## src/rtl/dctc_pkg.sv

```systemverilog
`timescale 1ns / 1ps
package dctc_pkg;

    localparam int unsigned DATA_W  = 32;
    localparam int unsigned SPT_W   = 8;
    localparam int unsigned CFG_IDX_W = 8;

    localparam logic [CFG_IDX_W-1:0] CFG_SECONDS_PER_TICK = CFG_IDX_W'(0);
    localparam logic [CFG_IDX_W-1:0] CFG_SYNC_INTERVAL    = CFG_IDX_W'(1);

    localparam logic [SPT_W-1:0]  SPT_RESET  = SPT_W'(8);
    localparam logic [DATA_W-1:0] SYNC_RESET = DATA_W'(450);

    typedef enum logic [2:0] {
        S_IDLE,
        S_MOD,
        S_NOM,
        S_BR,
        S_DIV,
        S_FIN
    } t_state;

    typedef struct packed {
        logic busy;
        logic done;
    } t_div_status;

endpackage

```

## src/rtl/dctc_in_if.sv

```systemverilog
`timescale 1ns / 1ps
interface dctc_in_if;
    logic        valid;
    logic        ready;
    logic [31:0] rtc_seconds;

    modport source (output valid, output rtc_seconds, input ready);
    modport sink   (input valid, input rtc_seconds, output ready);
endinterface

```

## src/rtl/dctc_out_if.sv

```systemverilog
`timescale 1ns / 1ps
interface dctc_out_if;
    logic        valid;
    logic        ready;
    logic [31:0] estimated_time;
    logic        did_sync;

    modport source (output valid, output estimated_time, output did_sync, input ready);
    modport sink   (input valid, input estimated_time, input did_sync, output ready);
endinterface

```

## src/rtl/dctc_cfg_if.sv

```systemverilog
`timescale 1ns / 1ps
interface dctc_cfg_if;
    logic        valid;
    logic        ready;
    logic [7:0]  index;
    logic [31:0] data;

    modport source (output valid, output index, output data, input ready);
    modport sink   (input valid, input index, input data, output ready);
endinterface

```

## src/rtl/drift_corrected_tick_clock_core.sv

```systemverilog
`timescale 1ns / 1ps
// Tick clock with RTC drift correction. Each input request is one sleep-cycle tick and
// yields exactly one result: the RTC time on a sync tick, otherwise the sync time plus the
// drift-corrected seconds since that sync. A single one-bit-per-cycle divider finds
// tick_count mod sync_interval (32 steps) and, on sync ticks past the second, the
// Q(32-FRAC_BITS).FRAC_BITS drift factor (32+FRAC_BITS steps); one 32x32 multiplier,
// used twice, forms the nominal seconds and the corrected offset. A tick runs from accept to
// result through S_MOD, which waits out the divider steps for the phase, then S_NOM for the
// nominal product, S_BR for the corrected offset and S_FIN for the result register. A sync
// tick that recomputes the drift adds the 32+FRAC_BITS-step divide in S_DIV before S_FIN;
// with sync_interval zero S_MOD and the phase divide are skipped. The input is ready again
// as soon as the result is registered. The result sits in an output register, so a new tick
// may be accepted while the previous result waits; that tick then holds in its last step
// until the output register frees up. Configuration writes are always taken.
module drift_corrected_tick_clock_core import dctc_pkg::*; #(
    parameter int unsigned FRAC_BITS = 16
) (
    input  logic      i_clk,
    input  logic      i_rst_n,
    dctc_in_if.sink   i_in,
    dctc_out_if.source o_out,
    dctc_cfg_if.sink  i_cfg
);

    localparam int unsigned DW = DATA_W + FRAC_BITS;
    localparam int unsigned CW = $clog2(DW + 1);
    localparam logic [DATA_W-1:0] UNIT = DATA_W'(1) << FRAC_BITS;

    t_state            r_state, n_state;
    logic [SPT_W-1:0]  r_spt;
    logic [DATA_W-1:0] r_sync_int;
    logic [DATA_W-1:0] r_tick_count, n_tick_count;
    logic [DATA_W-1:0] r_ticks_at_sync, n_ticks_at_sync;
    logic [DATA_W-1:0] r_time_at_sync, n_time_at_sync;
    logic [DATA_W-1:0] r_drift, n_drift;
    logic              r_sync, n_sync;
    logic              r_out_valid, n_out_valid;
    logic [DATA_W-1:0] r_rtc;
    logic [DATA_W-1:0] r_nom;
    logic [2*DATA_W-1:0] r_prod;
    logic [DATA_W-1:0] r_est, n_est;
    logic              r_did, n_did;

    logic              w_accept;
    logic              w_load;
    logic              w_div_start;
    logic [DW-1:0]     w_dividend;
    logic [DATA_W-1:0] w_divisor;
    logic [CW-1:0]     w_steps;
    t_div_status       w_div_st;
    logic [DW-1:0]     w_quo;
    logic [DATA_W-1:0] w_rem;
    logic [DATA_W-1:0] w_mul_a;
    logic [DATA_W-1:0] w_mul_b;
    logic [2*DATA_W-1:0] w_mul_p;
    logic [DATA_W-1:0] w_elapsed;
    logic [DATA_W-1:0] w_actual;

    assign i_in.ready  = (r_state == S_IDLE);
    assign i_cfg.ready = 1'b1;
    assign w_accept    = i_in.valid && (r_state == S_IDLE);
    assign w_load      = (r_state == S_FIN) && (!r_out_valid || o_out.ready);

    assign w_elapsed = r_tick_count - r_ticks_at_sync;
    assign w_actual  = r_rtc - r_time_at_sync;

    // shared multiplier: nominal seconds first, then the corrected offset
    assign w_mul_a = (r_state == S_NOM) ? w_elapsed : r_nom;
    assign w_mul_b = (r_state == S_NOM) ? {{(DATA_W-SPT_W){1'b0}}, r_spt} : r_drift;
    assign w_mul_p = w_mul_a * w_mul_b;

    // shared divider: phase of the tick count, then the drift ratio
    assign w_div_start = (w_accept && r_sync_int != '0)
                      || ((r_state == S_BR) && r_sync && r_tick_count > DATA_W'(1)
                          && r_nom != '0);
    assign w_dividend = (r_state == S_BR) ? {w_actual, {FRAC_BITS{1'b0}}}
                                          : {r_tick_count, {FRAC_BITS{1'b0}}};
    assign w_divisor  = (r_state == S_BR) ? r_nom : r_sync_int;
    assign w_steps    = (r_state == S_BR) ? CW'(DW) : CW'(DATA_W);

    dctc_divider #(
        .DW (DW)
    ) u_div (
        .i_clk       (i_clk),
        .i_rst_n     (i_rst_n),
        .i_start     (w_div_start),
        .i_dividend  (w_dividend),
        .i_divisor   (w_divisor),
        .i_steps     (w_steps),
        .o_status    (w_div_st),
        .o_quotient  (w_quo),
        .o_remainder (w_rem)
    );

    always_comb begin
        n_state         = r_state;
        n_sync          = r_sync;
        n_drift         = r_drift;
        n_tick_count    = r_tick_count;
        n_ticks_at_sync = r_ticks_at_sync;
        n_time_at_sync  = r_time_at_sync;
        n_out_valid     = r_out_valid && !o_out.ready;
        n_est           = r_est;
        n_did           = r_did;
        case (r_state)
            S_IDLE: begin
                if (w_accept) begin
                    if (r_sync_int == '0) begin
                        n_sync  = (r_tick_count == '0);
                        n_state = S_NOM;
                    end else begin
                        n_state = S_MOD;
                    end
                end
            end
            S_MOD: begin
                if (w_div_st.done) begin
                    n_sync  = (w_rem == '0);
                    n_state = S_NOM;
                end
            end
            S_NOM: begin
                n_state = S_BR;
            end
            S_BR: begin
                if (!r_sync) begin
                    n_state = S_FIN;
                end else if (r_tick_count <= DATA_W'(1)) begin
                    n_drift = UNIT;
                    n_state = S_FIN;
                end else if (r_nom == '0) begin
                    n_drift = '1;
                    n_state = S_FIN;
                end else begin
                    n_state = S_DIV;
                end
            end
            S_DIV: begin
                if (w_div_st.done) begin
                    // saturate a ratio that does not fit the factor
                    n_drift = (w_quo[DW-1:DATA_W] != '0) ? '1 : w_quo[DATA_W-1:0];
                    n_state = S_FIN;
                end
            end
            S_FIN: begin
                if (w_load) begin
                    n_out_valid  = 1'b1;
                    n_did        = r_sync;
                    n_tick_count = r_tick_count + DATA_W'(1);
                    if (r_sync) begin
                        n_est           = r_rtc;
                        n_time_at_sync  = r_rtc;
                        n_ticks_at_sync = r_tick_count;
                    end else begin
                        n_est = r_time_at_sync + r_prod[FRAC_BITS +: DATA_W];
                    end
                    n_state = S_IDLE;
                end
            end
            default: begin
                n_state = S_IDLE;
            end
        endcase
    end

    always_ff @(posedge i_clk) begin
        if (!i_rst_n) begin
            r_state         <= S_IDLE;
            r_sync          <= 1'b0;
            r_drift         <= UNIT;
            r_tick_count    <= '0;
            r_ticks_at_sync <= '0;
            r_time_at_sync  <= '0;
            r_out_valid     <= 1'b0;
            r_spt           <= SPT_RESET;
            r_sync_int      <= SYNC_RESET;
        end else begin
            r_state         <= n_state;
            r_sync          <= n_sync;
            r_drift         <= n_drift;
            r_tick_count    <= n_tick_count;
            r_ticks_at_sync <= n_ticks_at_sync;
            r_time_at_sync  <= n_time_at_sync;
            r_out_valid     <= n_out_valid;
            if (i_cfg.valid) begin
                case (i_cfg.index)
                    CFG_SECONDS_PER_TICK: r_spt      <= i_cfg.data[SPT_W-1:0];
                    CFG_SYNC_INTERVAL:    r_sync_int <= i_cfg.data;
                    default: begin
                        // drop writes to unknown registers
                    end
                endcase
            end
        end
    end

    always_ff @(posedge i_clk) begin
        if (w_accept) begin
            r_rtc <= i_in.rtc_seconds;
        end
        if (r_state == S_NOM) begin
            r_nom <= w_mul_p[DATA_W-1:0];
        end
        if (r_state == S_BR) begin
            r_prod <= w_mul_p;
        end
        r_est <= n_est;
        r_did <= n_did;
    end

    assign o_out.valid          = r_out_valid;
    assign o_out.estimated_time = r_est;
    assign o_out.did_sync       = r_did;

    a_idle_div_free: assert property (@(posedge i_clk) disable iff (!i_rst_n)
        (r_state == S_IDLE) |-> !w_div_st.busy)
        else $error("divider busy while no tick is in progress");

    a_one_tick_at_a_time: assert property (@(posedge i_clk) disable iff (!i_rst_n)
        (i_in.valid && i_in.ready) |=> !i_in.ready)
        else $error("input ready right after a tick was accepted");

    a_sync_result_time: assert property (@(posedge i_clk) disable iff (!i_rst_n)
        (r_out_valid && r_did) |-> (r_est == r_time_at_sync))
        else $error("sync result differs from latched sync time");

    a_count_only_on_result: assert property (@(posedge i_clk) disable iff (!i_rst_n)
        !w_load |=> (r_tick_count == $past(r_tick_count)))
        else $error("tick count moved without a result");

endmodule

```

## src/rtl/dctc_divider.sv

```systemverilog
`timescale 1ns / 1ps
module dctc_divider import dctc_pkg::*; #(
    parameter int unsigned DW = 48
) (
    input  logic                       i_clk,
    input  logic                       i_rst_n,
    input  logic                       i_start,
    input  logic [DW-1:0]              i_dividend,
    input  logic [DATA_W-1:0]          i_divisor,
    input  logic [$clog2(DW+1)-1:0]    i_steps,
    output t_div_status                o_status,
    output logic [DW-1:0]              o_quotient,
    output logic [DATA_W-1:0]          o_remainder
);

    localparam int unsigned CW = $clog2(DW + 1);

    logic              r_busy;
    logic              r_done;
    logic [CW-1:0]     r_cnt;
    logic [DATA_W-1:0] r_rem;
    logic [DW-1:0]     r_quo;
    logic [DATA_W-1:0] r_div;

    logic [DATA_W:0]   w_trial;
    logic [DATA_W:0]   w_diff;
    logic              w_ge;

    // one restoring step: bring down the next dividend bit, subtract if it fits
    assign w_trial = {r_rem, r_quo[DW-1]};
    assign w_diff  = w_trial - {1'b0, r_div};
    assign w_ge    = (w_trial >= {1'b0, r_div});

    always_ff @(posedge i_clk) begin
        if (!i_rst_n) begin
            r_busy <= 1'b0;
            r_done <= 1'b0;
            r_cnt  <= '0;
        end else begin
            r_done <= 1'b0;
            if (i_start) begin
                r_busy <= 1'b1;
                r_cnt  <= i_steps;
            end else if (r_busy) begin
                r_cnt <= r_cnt - CW'(1);
                if (r_cnt == CW'(1)) begin
                    r_busy <= 1'b0;
                    r_done <= 1'b1;
                end
            end
        end
    end

    always_ff @(posedge i_clk) begin
        if (i_start) begin
            r_rem <= '0;
            r_quo <= i_dividend;
            r_div <= i_divisor;
        end else if (r_busy) begin
            r_rem <= w_ge ? w_diff[DATA_W-1:0] : w_trial[DATA_W-1:0];
            r_quo <= {r_quo[DW-2:0], w_ge};
        end
    end

    assign o_status.busy = r_busy;
    assign o_status.done = r_done;
    assign o_quotient    = r_quo;
    assign o_remainder   = r_rem;

    a_last_step_done: assert property (@(posedge i_clk) disable iff (!i_rst_n)
        (r_busy && !i_start && r_cnt == CW'(1)) |=> (r_done && !r_busy))
        else $error("divider did not finish after its last step");

endmodule

```

## src/flat_wrapper.sv

```systemverilog
// flat-port wrapper written by rule: the top's interface ports become plain ports
module drift_corrected_tick_clock_core_flat import dctc_pkg::*;
#(
    parameter int unsigned FRAC_BITS = 16
)
  (i_clk, i_rst_n, i_in_valid, i_in_rtc_seconds, i_in_ready, o_out_valid, o_out_estimated_time, o_out_did_sync, o_out_ready, i_cfg_valid, i_cfg_index, i_cfg_data, i_cfg_ready);
  dctc_in_if i_in_i ();
  dctc_out_if o_out_i ();
  dctc_cfg_if i_cfg_i ();
  input  logic i_clk;
  input  logic i_rst_n;
  input wire logic [$bits(i_in_i.valid)-1:0] i_in_valid;
  input wire logic [$bits(i_in_i.rtc_seconds)-1:0] i_in_rtc_seconds;
  output wire logic [$bits(i_in_i.ready)-1:0] i_in_ready;
  output wire logic [$bits(o_out_i.valid)-1:0] o_out_valid;
  output wire logic [$bits(o_out_i.estimated_time)-1:0] o_out_estimated_time;
  output wire logic [$bits(o_out_i.did_sync)-1:0] o_out_did_sync;
  input wire logic [$bits(o_out_i.ready)-1:0] o_out_ready;
  input wire logic [$bits(i_cfg_i.valid)-1:0] i_cfg_valid;
  input wire logic [$bits(i_cfg_i.index)-1:0] i_cfg_index;
  input wire logic [$bits(i_cfg_i.data)-1:0] i_cfg_data;
  output wire logic [$bits(i_cfg_i.ready)-1:0] i_cfg_ready;
  assign i_in_i.valid = i_in_valid;
  assign i_in_i.rtc_seconds = i_in_rtc_seconds;
  assign i_in_ready = i_in_i.ready;
  assign o_out_valid = o_out_i.valid;
  assign o_out_estimated_time = o_out_i.estimated_time;
  assign o_out_did_sync = o_out_i.did_sync;
  assign o_out_i.ready = o_out_ready;
  assign i_cfg_i.valid = i_cfg_valid;
  assign i_cfg_i.index = i_cfg_index;
  assign i_cfg_i.data = i_cfg_data;
  assign i_cfg_ready = i_cfg_i.ready;
  drift_corrected_tick_clock_core #(.FRAC_BITS(FRAC_BITS)) u_core (.i_clk(i_clk), .i_rst_n(i_rst_n), .i_in(i_in_i), .o_out(o_out_i), .i_cfg(i_cfg_i));
endmodule
```

## config.mk

```make
export PLATFORM = sky130hd
export DESIGN_NAME = drift_corrected_tick_clock_core_flat
export DESIGN_NICKNAME = d
export VERILOG_FILES = /design/src/rtl/dctc_pkg.sv /design/src/rtl/dctc_in_if.sv /design/src/rtl/dctc_out_if.sv /design/src/rtl/dctc_cfg_if.sv /design/src/rtl/drift_corrected_tick_clock_core.sv /design/src/rtl/dctc_divider.sv /design/src/flat_wrapper.sv
export SDC_FILE = /design/constraint.sdc
export NUM_CORES = 2
export LEC_CHECK = 0
export BUFFER_PORTS_ARGS = -buffer_cell sky130_fd_sc_hd__buf_2
export CORE_AREA = 2 2 479 386
export CTS_CLUSTER_DIAMETER = 100
export DETAILED_ROUTE_END_ITERATION = 16
export DIE_AREA = 0 0 481 388
export GPL_TIMING_DRIVEN = 0
export HOLD_SLACK_MARGIN = 0.15
export PLACE_DENSITY_LB_ADDON = 0.25
export REMOVE_ABC_BUFFERS = 1
export SLEW_MARGIN = 0
export SYNTH_ARGS = -nofsm -noshare
export SYNTH_HDL_FRONTEND = slang
export SYNTH_SLANG_ARGS = --single-unit
```

## constraint.sdc

```tcl
create_clock -name i_clk -period 10.9 [get_ports i_clk]
set_input_delay 1.635 -clock i_clk [delete_from_list [all_inputs] [get_ports i_clk]]
set_output_delay 1.635 -clock i_clk [all_outputs]
set_load 0.1 [all_outputs]
```

# After elaboration in Yosys (flattened, before gate mapping)

Index checks and enable logic that the tools add are counted.

Word-level logic and storage cells: 113
Output and inout port bits: 36
Input bits: 77
Flip-flop bits (word level): 438

Bitwise operators: 2
Multiply operators: 1
Mux-type cells: 36
Reduce and logical (&&, ||, !) cells: 31
Order comparisons: 3
$add $sub $neg: 6
Equality and inequality tests: 14

Operators with widths:

| kind                                                                              | count |
|---|---|
| 32-bit two-way mux                                                                | 10 |
| 48-bit two-way mux                                                                | 3 |
| 32-bit logical NOT                                                                | 4 |
| 32-bit subtractor                                                                 | 3 |
| 32-bit one-hot mux with 2 select lines                                            | 1 |
| 32-bit nonzero test                                                               | 2 |
| 32-bit by 32-bit multiplier with 48-bit output                                    | 1 |
| 33-bit by 32-bit >= comparator with 1-bit output                                  | 1 |
| 32-bit by 1-bit adder with 32-bit output, second input constant                   | 1 |
| 32-bit adder                                                                      | 1 |
| 32-bit by 1-bit greater-than comparator with 1-bit output, second input constant  | 1 |
| 32-bit by 1-bit less-or-equal comparator with 1-bit output, second input constant | 1 |
| 3-bit two-way mux                                                                 | 6 |
| 3-bit one-hot mux with 6 select lines                                             | 1 |
| 16-bit nonzero test                                                               | 1 |
| 6-bit two-way mux                                                                 | 2 |
| 4-bit AND reduction                                                               | 3 |
| 1-bit two-way mux                                                                 | 10 |
| 8-bit by 1-bit equality test with 1-bit output, second input constant             | 1 |
| 8-bit logical NOT                                                                 | 1 |
| 2-bit by 1-bit inequality test with 1-bit output, second input constant           | 4 |
| 1-bit logical AND                                                                 | 7 |
| 3-bit by 2-bit equality test with 1-bit output, second input constant             | 2 |
| 3-bit equality test, second input constant                                        | 2 |
| 16 further kinds                                                                  | 24 |

# Longest topological paths before layout

Depth in word-level cells: 6
Depth in mapped cells: 39
Gate-level depth less buffers: 38

# Modules after synthesis

Synthesis repeated with hierarchy kept, for this count alone.

Cells, all modules: 5890
Area, all modules: 52420.3 sq um

Modules (own cells, without submodules):

| module                          | seq. area each (sq um) | cells an instance | area an instance (sq um) | times used |
|---|---|---|---|---|
| drift_corrected_tick_clock_core | 7337.0                 | 5236              | 45721.4                  | 1 |
| dctc_divider                    | 3203.1                 | 654               | 6698.9                   | 1 |

# Worst setup path after synthesis

No wires, ideal clock.

Kind: register to register
From: reg u_core.r_state[2]
To: reg u_core.r_prod[47], data pin
Path buffers: 3
Required time: 10.638 ns
Cell stages (with the launch flop): 31
Data arrival time: 9.473 ns
Library setup time: 0.262 ns
Period minus slack after synthesis: 9.735 ns
Slack: 1.165 ns
Cells stage by stage: dfxtp_1 > nor2_1 > nand2_1 > clkbuf_1 > clkbuf_1 > inv_2 > buf_1 > a21oi_1 > nor2_1 > fa_1 > fa_1 > fa_1 > inv_1 > fa_1 > inv_1 > fa_1 > fa_1 > fa_1 > fa_1 > ha_1 > a211o_1 > a211o_1 > a2111oi_4 > o41ai_1 > o31a_1 > o21ai_2 > nand2b_2 > a41oi_2 > o21ai_2 > a311oi_2 > xnor2_1

Word-level cells in the longest chain between the ends: 3
Elaborated cells between the ends (all ways): 4
Those cells by class: mul: 1; eq/ne: 1; mux: 2

Ends and longest elaborated chain:

| what                                               | RTL line                                                                     | source |
|---|---|---|
| start, declared                                    | drift_corrected_tick_clock_core.sv:29                                        | `t_state r_state, n_state;` |
| start signal, assigned                             | drift_corrected_tick_clock_core.sv:178                                       | `r_state <= n_state;` |
| 3-bit by 2-bit equality test with 1-bit output (*) | drift_corrected_tick_clock_core.sv:68, drift_corrected_tick_clock_core.sv:69 |  |
| 32-bit two-way mux, on equally long branches       | drift_corrected_tick_clock_core.sv:68, drift_corrected_tick_clock_core.sv:69 |  |
| 32-bit by 32-bit multiplier with 48-bit output (*) | drift_corrected_tick_clock_core.sv:70                                        | `assign w_mul_p = w_mul_a * w_mul_b;` |
| via u_core.w_mul_p[47]                             | drift_corrected_tick_clock_core.sv:55                                        | `logic [2*DATA_W-1:0] w_mul_p;` |
| end signal, assigned                               | drift_corrected_tick_clock_core.sv:205                                       | `r_prod <= w_mul_p;` |
| end, declared                                      | drift_corrected_tick_clock_core.sv:40                                        | `logic [2*DATA_W-1:0] r_prod;` |

Mark *: on every way through the listed nets, which the timed path passes. The rest lies on a longest branch.
A chain may end at the register's enable or synchronous reset.

# Worst setup path after layout

From: reg u_core.r_tick_count[8]
To: reg u_core.r_prod[47], data pin

Word-level cells in the longest chain between the ends: 3

Ends and longest elaborated chain:

| what                                           | RTL line                               | source |
|---|---|---|
| start, declared                                | drift_corrected_tick_clock_core.sv:32  | `logic [DATA_W-1:0] r_tick_count, n_tick_count;` |
| start signal, assigned                         | drift_corrected_tick_clock_core.sv:181 | `r_tick_count <= n_tick_count;` |
| 32-bit subtractor                              | drift_corrected_tick_clock_core.sv:64  | `assign w_elapsed = r_tick_count - r_ticks_at_sync;` |
| 32-bit two-way mux                             | drift_corrected_tick_clock_core.sv:68  | `assign w_mul_a = (r_state == S_NOM) ? w_elapsed : r_nom;` |
| 32-bit by 32-bit multiplier with 48-bit output | drift_corrected_tick_clock_core.sv:70  |  |
| via u_core.w_mul_p[47]                         | drift_corrected_tick_clock_core.sv:55  |  |

The timed path passes the listed nets, and every way through them passes these cells.

==> flow_metrics.py <==
metrics = {
    "die": {
        "core-area_um2": 181000,
        "fp-row-count": 140,
        "die_w_um": 481,
        "die_y_um": 388,
        "fp.dieArea_um2": 187000,
        "io_pins": 113,
        "initial_core_util": 0.280,
    },
    "outcome": {
        "outcome": "finished, violations left",
        "violations": "max-capacitance violations, max-slew violations",
    },
    "yosys": {
        "synth-edff-count": 209,
        "seq_area_frac_synth": 0.208,
        "synth_xor_xnor_area_share": 0.0368,
        "synth.distinct_cells": 85,
        "synth_fa_ha_area_frac": 0.384,
        "yosysWarnings": 0,
        "synth_top_family_by_area": "adder cells",
        "synthSimpleGateAreaFrac": 0.166,
        "syn_area_per_cell_um2": 8.92,
        "synth-seq-cells": 422,
        "synthCells": 5686,
        "synth_mux_area_frac": 0.00607,
        "netlist_area_um2": 50700,
        "synth_compound_area_frac": 0.106,
        "async_reset_ff_frac": 0,
        "synth_flop_cell": "dfxtp_1",
    },
    "clock_tree": {
        "cts_htree_levels": 2,
        "path_clk_slew_ps": 70,
        "cts_tree": "yes",
        "clock_latency_ps": 580,
        "clock_sinks": 422,
        "cts_max_path_buffers": 3,
        "cts_buffers": 39,
        "root_buffer": "clkbuf_16",
    },
    "layout": {
        "drive_gt1_frac": 0.0643,
        "finalNonFillerCells": 8030,
        "fin_nets": 6750,
        "area_growth_pct": 10.6,
        "final_cell_mix": "inv_1, nand2_1, fa_1, and3_1, a21oi_1",
        "mostFrequentLayoutCell": "inv_1",
        "final_area_um2": 56100,
    },
    "global_route": {
        "antenna_found_initial": 15,
        "grtUsageMet1": 0.274,
        "overflow": 0,
        "grt.busiest_layer": "met1",
        "grt_max_degree": 117,
        "grtUsageMet3": 0.0345,
        "grt_pass1_vias": 40477,
        "grt_use_met2": 0.270,
        "grt_pass1_wl_um": 259000,
        "grt.total_usage": 0.181,
    },
    "power": {
        "power_density_nw_per_um2": 96.5,
        "p_leak_nw": 25.5,
        "peakVddDrop_mv": 0.100,
    },
    "sta": {
        "finClkSkew_ps": 40.7,
        "max_freq_mhz": 94.2,
        "finalHoldViolations": 0,
        "setup_tns_ps": 0,
        "timing.final.crit_share": 0.974,
        "rsz0062_at_grt": "true",
        "fin_crit_ps": 10620,
        "setup-violations-final": 0,
        "relSlewSlack": -0.0588,
        "slew_viol_final": 66,
        "max_slew.worst_pin.slew_ps": 1590,
        "timing.final.ws_setup_ps": 281,
        "whs_ps": 455,
    },
    "critical_path": {
        "crit_type": "flop to flop",
        "crit_path_top_delay_cell": "o41ai_2",
        "reg2reg_depth": 32,
        "critPathRequiredTime_ps": 11240,
        "cp_top_family": "adder cells",
        "setup.worst_path.end_class": "flop",
        "crit_buf_inv": 4,
        "worst-endpoint-arrival_ps": 10960,
        "crit_path_max_incr_delay_ps": 590,
        "crit_cells": 32,
        "startpoint_type": "flop",
        "path_common_cell": "fa_1",
        "path_max_fanout": 8,
    },
    "place": {
        "gp_congestion": 0.879,
        "dp_hpwl_um": 133000,
        "placedCellCount": 7940,
        "dp_slack_ps": -1370,
        "place_area_um2": 54300,
        "port-buffer-count": 111,
    },
    "routing": {
        "drtPass1Iterations": 5,
        "wl_per_cell_um": 21.0,
        "viasPerCell": 4.94,
        "via_count": 39687,
        "drt_iter0_markers": 3657,
        "wl_um": 169000,
        "final_antenna_net_count": 0,
        "drc": 0,
    },
    "min_path": {
        "hold_class": "flop to flop",
        "min_path_cells": 2,
    },
    "job": {
        "cap_violations": 3,
    },
}
[power by group]
| part | leakage (nW) | internal (mW) | switching [mW] |
|---|---|---|---|
| logic | 21.1 | 0.735 | 1.20 |
| clock network | 0.632 | 0.781 | 0.663 |
| registers | 3.71 | 1.86 | 0.181 |
| total | 25.5 | 3.37 | 2.04 |
[sequential cells by signal, summed over array words and instances, names as in the netlist, 6 cells and up]
signal	flops
u_core.r_tick_count	32
u_core.u_div.o_remainder	32
u_core.u_div.o_quotient	48
u_core.o_out.estimated_time	32
u_core.r_prod	32
u_core.r_sync_int	32
u_core.r_ticks_at_sync	32
u_core.r_nom	32
u_core.u_div.r_cnt	6
u_core.r_rtc	32
u_core.r_spt	8
u_core.u_div.r_div	32
u_core.r_time_at_sync	32
u_core.r_drift	32
[tightest hold or removal path: stages, from the launching register on]
cell and delay (ps):
dfxtp_1 310, nand2_1 50, a21oi_1 50
[final timing paths]
kind / from / end / slack (ps)
worst min register to register: u_core.r_ticks_at_sync[15] / u_core.r_ticks_at_sync[15] / 460
worst max-delay path: u_core.r_tick_count[8] / u_core.r_prod[47] / 280
worst max register to register: u_core.r_tick_count[8] / u_core.r_prod[47] / 280
worst min-delay path: u_core.r_ticks_at_sync[15] / u_core.r_ticks_at_sync[15] / 460
[cells in the mapped netlist, types with 12 or more instances]
master,n,share of area
nor3_1,28,0.0028
buf_1,24,0.0018
o21a_1,28,0.0041
xor2_1,92,0.016
fa_1,783,0.31
o211ai_1,13,0.0019
edfxtp_1,209,0.12
dfxtp_1,213,0.084
nand3_1,53,0.0052
a21oi_1,358,0.035
a21o_1,87,0.013
mux2i_1,24,0.0047
nand4_1,23,0.0028
a211oi_1,12,0.0018
a31oi_1,26,0.0032
o21bai_1,17,0.0025
o21ai_0,223,0.022
nor2b_1,27,0.0033
nor2_1,293,0.022
inv_1,919,0.068
nand2b_1,43,0.0053
and3_1,346,0.043
xnor2_1,121,0.021
or2_2,31,0.0038
nand2_1,823,0.061
nor4_1,41,0.0051
ha_1,306,0.075
clkbuf_1,289,0.021
and2_1,58,0.0072
[per-layer routing]
layer	part of all wire	wire, um
met3	0.079	13300
met1	0.48	81100
met2	0.42	71700
met4	0.015	2520
met5	0.000071	12
[cells by family after synthesis]
group                    Yosys count
AO/OA/AOI/OAI                    887
flip-flops                       422
other                              1
AND/OR/NAND/NOR                 1803
adder cells (fa/ha/maj)         1089
XOR/XNOR                         213
buffers and inverters           1242
multiplexers                      29
[timing repair]
action,in CTS,in global routing
gates cloned,0,0
setup buffers,3,12
endpoints found under the setup margin,21,9
resized for setup,37,31
hold buffers,0,0
pin swaps,2,6
[metrics by stage]
step,power [mW],util
after floorplan,3.25,-
after global placement,3.91,0.292
after detailed placement,3.96,0.299
after CTS,5.43,0.308
after global routing,5.74,0.309
final,5.41,0.309
[layout make-up]
type	instances	area, um^2
fill	19200	125000
multi-input combinational	4022	35900
sequential	422	10600
inverter	920	3470
tap	2414	3020
timing repair buffer	179	1890
clock buffer	51	1090
clock inverter	19	175
antenna	3	7.51
Note: power is estimated with default switching activity, not from simulation.
